[config.mk]
export PLATFORM = sky130hd
export DESIGN_NAME = ddo_ctrl
export DESIGN_NICKNAME = d
export VERILOG_FILES = /design/src/sv/ddo_pkg.sv /design/src/sv/ddo_ctrl.sv
export SDC_FILE = /design/constraint.sdc
export NUM_CORES = 1
export LEC_CHECK = 0
export BUFFER_PORTS_ARGS = -buffer_cell sky130_fd_sc_hd__buf_2
export CORE_AREA = 3 3 41 43
export DETAILED_ROUTE_END_ITERATION = 8
export DIE_AREA = 0 0 44 46
export GPL_ROUTABILITY_DRIVEN = 0
export PLACE_DENSITY = 0.71
export SYNTH_ARGS = -nofsm -noshare
export SYNTH_HDL_FRONTEND = slang
export SYNTH_SLANG_ARGS = --single-unit
[constraint.sdc]
create_clock -name clk_i -period 1.5 [get_ports clk_i]
set_clock_uncertainty 0.05 [all_clocks]
set_input_delay 0.15 -clock clk_i [delete_from_list [all_inputs] [get_ports clk_i]]
set_output_delay 0.15 -clock clk_i [all_outputs]
set_load 0.05 [all_outputs]
[src/sv/ddo_pkg.sv]
// ----------------------------------------------------------------------------
// ddo_pkg
// Types, constants and helper functions of the wheel odometry block.
// ----------------------------------------------------------------------------
`timescale 1ns / 1ps
package ddo_pkg;

  localparam int PROD_W = 68;
  localparam int COR_W  = 34;
  localparam int DIV_W  = 52;
  localparam int DVSR_W = 32;

  localparam logic signed [COR_W-1:0] CORDIC_GAIN    = 34'sd652032874;
  localparam logic signed [COR_W-1:0] HALF_PI_Q30    = 34'sd1686629713;
  localparam logic signed [COR_W-1:0] INV_TWO_PI_Q32 = 34'sd683565276;
  localparam logic signed [COR_W-1:0] MICRO          = 34'sd1000000;

  localparam logic signed [PROD_W-1:0] RND_17  = 68'sd65536;
  localparam logic signed [PROD_W-1:0] RND_30  = 68'sd536870912;
  localparam logic signed [PROD_W-1:0] S32_MAX = 68'sd2147483647;
  localparam logic signed [PROD_W-1:0] S32_MIN = -68'sd2147483648;

  localparam logic signed [COR_W-1:0] QUAT_RND = 34'sd8192;
  localparam logic signed [COR_W-1:0] QUAT_MAX = 34'sd65536;
  localparam logic signed [COR_W-1:0] QUAT_MIN = -34'sd65536;

  localparam logic [0:0] REG_RADIUS     = 1'b0;
  localparam logic [0:0] REG_SEPARATION = 1'b1;

  localparam logic [15:0] RADIUS_RESET     = 16'd2163;
  localparam logic [17:0] SEPARATION_RESET = 18'd11141;

  typedef enum logic [4:0] {
    OP_NONE,
    OP_LOAD,
    OP_MUL_DS,
    OP_MUL_DTH,
    OP_DIV_SEP,
    OP_HEAD,
    OP_MUL_PH,
    OP_MZ_PH,
    OP_COR_START,
    OP_MUL_X,
    OP_MUL_Y,
    OP_POSE_Y,
    OP_MZ_HALF,
    OP_QUAT,
    OP_MUL_LIN,
    OP_DIV_DT,
    OP_LIN,
    OP_MUL_ANG,
    OP_ANG,
    OP_OUT
  } ddo_op_e;

  typedef enum logic [4:0] {
    ST_IDLE,
    ST_MUL_DS,
    ST_MUL_DTH,
    ST_DIV_DTH,
    ST_WAIT_DTH,
    ST_MUL_PH,
    ST_MZ_PH,
    ST_COR_PH,
    ST_WAIT_PH,
    ST_MUL_Y,
    ST_POSE_Y,
    ST_MZ_HALF,
    ST_COR_HALF,
    ST_WAIT_HALF,
    ST_MUL_LIN,
    ST_DIV_LIN,
    ST_WAIT_LIN,
    ST_MUL_ANG,
    ST_DIV_ANG,
    ST_WAIT_ANG,
    ST_OUT
  } ddo_state_e;

  typedef struct packed {
    ddo_op_e op;
  } ddo_cmd_t;

  typedef struct packed {
    logic div_done;
    logic cor_done;
    logic out_free;
  } ddo_status_t;

  function automatic logic signed [COR_W-1:0] atan_q30(input logic [4:0] idx);
    logic signed [COR_W-1:0] v;
    unique case (idx)
      5'd0:  v = 34'sd843314857;
      5'd1:  v = 34'sd497837829;
      5'd2:  v = 34'sd263043837;
      5'd3:  v = 34'sd133525159;
      5'd4:  v = 34'sd67021687;
      5'd5:  v = 34'sd33543516;
      5'd6:  v = 34'sd16775851;
      5'd7:  v = 34'sd8388437;
      5'd8:  v = 34'sd4194283;
      5'd9:  v = 34'sd2097149;
      5'd10: v = 34'sd1048576;
      5'd11: v = 34'sd524288;
      5'd12: v = 34'sd262144;
      5'd13: v = 34'sd131072;
      5'd14: v = 34'sd65536;
      5'd15: v = 34'sd32768;
      5'd16: v = 34'sd16384;
      5'd17: v = 34'sd8192;
      5'd18: v = 34'sd4096;
      5'd19: v = 34'sd2048;
      5'd20: v = 34'sd1024;
      5'd21: v = 34'sd512;
      5'd22: v = 34'sd256;
      5'd23: v = 34'sd128;
      5'd24: v = 34'sd64;
      5'd25: v = 34'sd32;
      5'd26: v = 34'sd16;
      5'd27: v = 34'sd8;
      5'd28: v = 34'sd4;
      5'd29: v = 34'sd2;
      default: v = '0;
    endcase
    return v;
  endfunction

  function automatic logic signed [31:0] sat32(input logic signed [PROD_W-1:0] v);
    logic signed [31:0] r;
    if (v > S32_MAX) begin
      r = 32'sh7FFF_FFFF;
    end else if (v < S32_MIN) begin
      r = 32'sh8000_0000;
    end else begin
      r = v[31:0];
    end
    return r;
  endfunction

  function automatic logic signed [PROD_W-1:0] ext32(input logic signed [31:0] v);
    return {{(PROD_W-32){v[31]}}, v};
  endfunction

  function automatic logic signed [17:0] to_quat(input logic signed [COR_W-1:0] v);
    logic signed [COR_W-1:0] q;
    q = (v + QUAT_RND) >>> 14;
    if (q > QUAT_MAX) begin
      q = QUAT_MAX;
    end else if (q < QUAT_MIN) begin
      q = QUAT_MIN;
    end
    return q[17:0];
  endfunction

endpackage

[src/sv/ddo_ctrl.sv]
// ----------------------------------------------------------------------------
// ddo_ctrl
// Sequencer of the odometry datapath: one command per cycle unless waiting.
// ----------------------------------------------------------------------------
`timescale 1ns / 1ps
module ddo_ctrl (
  input  logic                  clk_i,
  input  logic                  rst_ni,
  input  logic                  in_valid_i,
  output logic                  in_stall_o,
  input  ddo_pkg::ddo_status_t  status_i,
  output ddo_pkg::ddo_cmd_t     cmd_o
);

  ddo_pkg::ddo_state_e state_q, state_d;

  always_ff @(posedge clk_i or negedge rst_ni) begin
    if (!rst_ni) begin
      state_q <= ddo_pkg::ST_IDLE;
    end else begin
      state_q <= state_d;
    end
  end

  always_comb begin
    state_d    = state_q;
    cmd_o.op   = ddo_pkg::OP_NONE;
    in_stall_o = 1'b1;
    unique case (state_q)
      ddo_pkg::ST_IDLE: begin
        in_stall_o = 1'b0;
        if (in_valid_i) begin
          cmd_o.op = ddo_pkg::OP_LOAD;
          state_d  = ddo_pkg::ST_MUL_DS;
        end
      end
      ddo_pkg::ST_MUL_DS: begin
        cmd_o.op = ddo_pkg::OP_MUL_DS;
        state_d  = ddo_pkg::ST_MUL_DTH;
      end
      ddo_pkg::ST_MUL_DTH: begin
        cmd_o.op = ddo_pkg::OP_MUL_DTH;
        state_d  = ddo_pkg::ST_DIV_DTH;
      end
      ddo_pkg::ST_DIV_DTH: begin
        cmd_o.op = ddo_pkg::OP_DIV_SEP;
        state_d  = ddo_pkg::ST_WAIT_DTH;
      end
      ddo_pkg::ST_WAIT_DTH: begin
        if (status_i.div_done) begin
          cmd_o.op = ddo_pkg::OP_HEAD;
          state_d  = ddo_pkg::ST_MUL_PH;
        end
      end
      ddo_pkg::ST_MUL_PH: begin
        cmd_o.op = ddo_pkg::OP_MUL_PH;
        state_d  = ddo_pkg::ST_MZ_PH;
      end
      ddo_pkg::ST_MZ_PH: begin
        cmd_o.op = ddo_pkg::OP_MZ_PH;
        state_d  = ddo_pkg::ST_COR_PH;
      end
      ddo_pkg::ST_COR_PH: begin
        cmd_o.op = ddo_pkg::OP_COR_START;
        state_d  = ddo_pkg::ST_WAIT_PH;
      end
      ddo_pkg::ST_WAIT_PH: begin
        if (status_i.cor_done) begin
          cmd_o.op = ddo_pkg::OP_MUL_X;
          state_d  = ddo_pkg::ST_MUL_Y;
        end
      end
      ddo_pkg::ST_MUL_Y: begin
        cmd_o.op = ddo_pkg::OP_MUL_Y;
        state_d  = ddo_pkg::ST_POSE_Y;
      end
      ddo_pkg::ST_POSE_Y: begin
        cmd_o.op = ddo_pkg::OP_POSE_Y;
        state_d  = ddo_pkg::ST_MZ_HALF;
      end
      ddo_pkg::ST_MZ_HALF: begin
        cmd_o.op = ddo_pkg::OP_MZ_HALF;
        state_d  = ddo_pkg::ST_COR_HALF;
      end
      ddo_pkg::ST_COR_HALF: begin
        cmd_o.op = ddo_pkg::OP_COR_START;
        state_d  = ddo_pkg::ST_WAIT_HALF;
      end
      ddo_pkg::ST_WAIT_HALF: begin
        if (status_i.cor_done) begin
          cmd_o.op = ddo_pkg::OP_QUAT;
          state_d  = ddo_pkg::ST_MUL_LIN;
        end
      end
      ddo_pkg::ST_MUL_LIN: begin
        cmd_o.op = ddo_pkg::OP_MUL_LIN;
        state_d  = ddo_pkg::ST_DIV_LIN;
      end
      ddo_pkg::ST_DIV_LIN: begin
        cmd_o.op = ddo_pkg::OP_DIV_DT;
        state_d  = ddo_pkg::ST_WAIT_LIN;
      end
      ddo_pkg::ST_WAIT_LIN: begin
        if (status_i.div_done) begin
          cmd_o.op = ddo_pkg::OP_LIN;
          state_d  = ddo_pkg::ST_MUL_ANG;
        end
      end
      ddo_pkg::ST_MUL_ANG: begin
        cmd_o.op = ddo_pkg::OP_MUL_ANG;
        state_d  = ddo_pkg::ST_DIV_ANG;
      end
      ddo_pkg::ST_DIV_ANG: begin
        cmd_o.op = ddo_pkg::OP_DIV_DT;
        state_d  = ddo_pkg::ST_WAIT_ANG;
      end
      ddo_pkg::ST_WAIT_ANG: begin
        if (status_i.div_done) begin
          cmd_o.op = ddo_pkg::OP_ANG;
          state_d  = ddo_pkg::ST_OUT;
        end
      end
      ddo_pkg::ST_OUT: begin
        if (status_i.out_free) begin
          cmd_o.op = ddo_pkg::OP_OUT;
          state_d  = ddo_pkg::ST_IDLE;
        end
      end
      default: state_d = ddo_pkg::ST_IDLE;
    endcase
  end

endmodule

==> key figures <==
Die
  – Die Area: 2020 µm²
  – Initial core utilization: 48.5%
  – I/O Pins: 12
  – Die H: 46 µm
  – Row cnt: 13
  – Die width: 44 µm
  – Core Area: 1330 µm²

Global routing
  – Initial antenna violation count: 0
  – Vias in the first global route: 966
  – Global-route wire length before repair: 4.69 mm
  – Tot GR Track Use: 32.0%
  – Gr ovfl total: 0
  – Largest net degree at the start of global routing: 11

Final layout
  – Biggest register: state_q
  – Ant diodes: 0
  – P&R area growth vs syn: 101%
  – Share of cells above drive strength 1: 66.7%
  – Biggest regs: state_q: 5 flops
  – Fin nets: 148
  – Area of the multi-input gates: 666 µm²
  – Max reg flops: 5
  – Register area: 131 µm²
  – Filler cells: 19
  – Non-filler cells, final: 156

Timing
  – Final hold violations: 0
  – Final setup vio count: 10
  – Highest Clock Rate: 487 MHz
  – Fin worst setup slack: -0.555 ns
  – Worst slew pin tran: 0.372 ns
  – Slew Viols, Final: 0
  – Slew headroom: 74.9%
  – Crit share post-route: 137%
  – Unrepaired setup endpoints after global routing: true
  – Final min period: 2.05 ns

Routing
  – Drt pass-1 iters: 5
  – Routed wire length per instance: 25.6 µm
  – DR vias/cell: 6.96
  – Iteration-0 DRC Markers: 99
  – DRC: 0
  – WL final: 4.00 mm
  – Detail Route Antenna Nets: 0
  – Vias post-DR: 1086

Yosys
  – Top-area cell type share of the netlist area: 19.3%
  – Number of synthesized register bits: 5
  – Most instantiated cells after synthesis: nand2_1 (12), nor2_1 (12), a21oi_1 (8)
  – Synth area leaders: dfrtp_1 (19%), nand2_1 (7.0%), nor2_1 (7.0%)
  – Post-synth EDFFs: 0
  – Syn_nets: 98
  – Netlist cell types: 36
  – Async S/R FF share, synth: 100%
  – Cell taking the most area after synthesis: dfrtp_1
  – Seq/Total Area, Yosys: 19.3%
  – Synth Instances: 92
  – Avg Inst Size Synth: 7.03 µm²
  – Yosys Warn Count: 0
  – Synth Cell Area: 647 µm²
  – Dominant synthesized flop cell: dfrtp_1

Clocking
  – Clk pin slew, worst setup/hold paths: 0.06 ns
  – Clock sink total: 5
  – Root Buffer: clkbuf_4
  – TritonCTS clock tree: built
  – Htree depth: 1
  – Clock Latency Late Sink: 0.25 ns
  – Total CTS buffers: 3
  – Maximum clock insertion buffer count: 2

Worst setup path
  – Worst Path Required: 1.30 ns
  – CP Launch Type: flop
  – Critical Path Source: state_q[1]
  – Worst-case reg-to-reg path depth: 7
  – Crit path capture type: output port
  – Crit Reg-Reg Endpoint: state_q[2]
  – Reg-to-reg setup timing slack: -0.33 ns
  – CP Max Fanout: 8
  – Reg2reg start: state_q[0]
  – Crit path kind: flop to output port
  – Critical path data arrival time: 1.85 ns

Job
  – Max-cap check violation count: 0

Placement
  – HPWL after DPL: 1.61 mm
  – Buffers added on ports: 11
  – Placed insts: 135

Outcome
  – Failing checks: negative setup slack
  – Outcome: complete, but fails checks

Worst hold path
  – Hold Path Class: input port to async pin
-- repair_timing --
item	4_1_cts	5_1_grt
endpoints found under the setup margin	9	10
cloned	0	0
hold buffers	1	0
buffers inserted	8	8
pin swaps	11	11
endpoints found under the hold margin	5	0
gates resized for setup	28	16
-- critical path, stage by stage, from the launching register on --
cell and delay, ns:
dfrtp_2 0.48, buf_4 0.17, nor2_4 0.12, nand3_2 0.13
a21boi_2 0.23, a21oi_2 0.09, o221ai_4 0.20, buf_6 0.19
-- worst max-delay path by stage --
stage / to
6_report: cmd_o[1]
3_3_place_gp: cmd_o[1]
5_1_grt: cmd_o[1]
3_5_place_dp: cmd_o[1]
4_1_cts: cmd_o[0]
2_1_floorplan: state_q[1]
-- area by class of cell --
type | count | share of cell area [%]
multi-input combinational | 76 | 51.2
timing repair buffer | 54 | 34.7
sequential | 5 | 10.1
clock buffer | 4 | 2.02
tap | 15 | 1.44
inverter | 2 | 0.577
-- per-stage QoR --
step / worst slack [ns] / utilization [%] / TNS [ns] / hold WS (ns) / instance area (µm²)
detailed placement: -0.284 / 74.4 / -1.94 / -0.0829 / 992
global route: -0.591 / 97.6 / -4.07 / 0.250 / 1300
global placement: -0.266 / 74.4 / -1.68 / -0.0869 / 992
CTS: -0.337 / 88.7 / -2.27 / 0.200 / 1180
floorplan: 0.00743 / - / 0 / -0.196 / 779
finish: -0.555 / 97.6 / -3.65 / 0.253 / 1300
-- cells in the final DEF (no fill, tap or decap), types with 2 or more instances in the layout --
cell type / n
dfrtp_2: 5
nor2_4: 3
nand3_1: 2
buf_4: 34
nand2b_4: 3
buf_2: 5
xnor2_1: 2
buf_6: 13
a21oi_1: 5
o21ai_1: 2
nand2_1: 11
nor3_2: 2
a21oi_2: 3
nor2_1: 8
clkbuf_4: 3
nor3_4: 2
nor2b_2: 2
nand3_2: 2
o22a_1: 2
-- kinds of logic (layout without fill, tap and decap cells) --
family | Yosys count | count (layout) | share of synthesized area (%)
and+or+nand+nor | 45 | 45 | 37.5
AOI/OAI and AO/OA | 26 | 26 | 27.9
buffers and inverters | 11 | 60 | 8.12
DFF | 5 | 5 | 19.3
xor gates and xnor gates | 3 | 3 | 4.06
muxes | 2 | 2 | 3.09
-- per-layer routing --
metal,track usage [%],up-vias,part of all wire [%],routed length (µm)
li1,-,430,-,-
met1,38.2,499,34,1370
met2,56.7,122,46,1830
met3,3.56,35,13,538
met4,15.1,0,6.4,256
met5,0,-,0,0
Power is left out: the tool's default activity adds up to more than one toggle a clock period on the data nets, which glitch-free logic cannot reach.
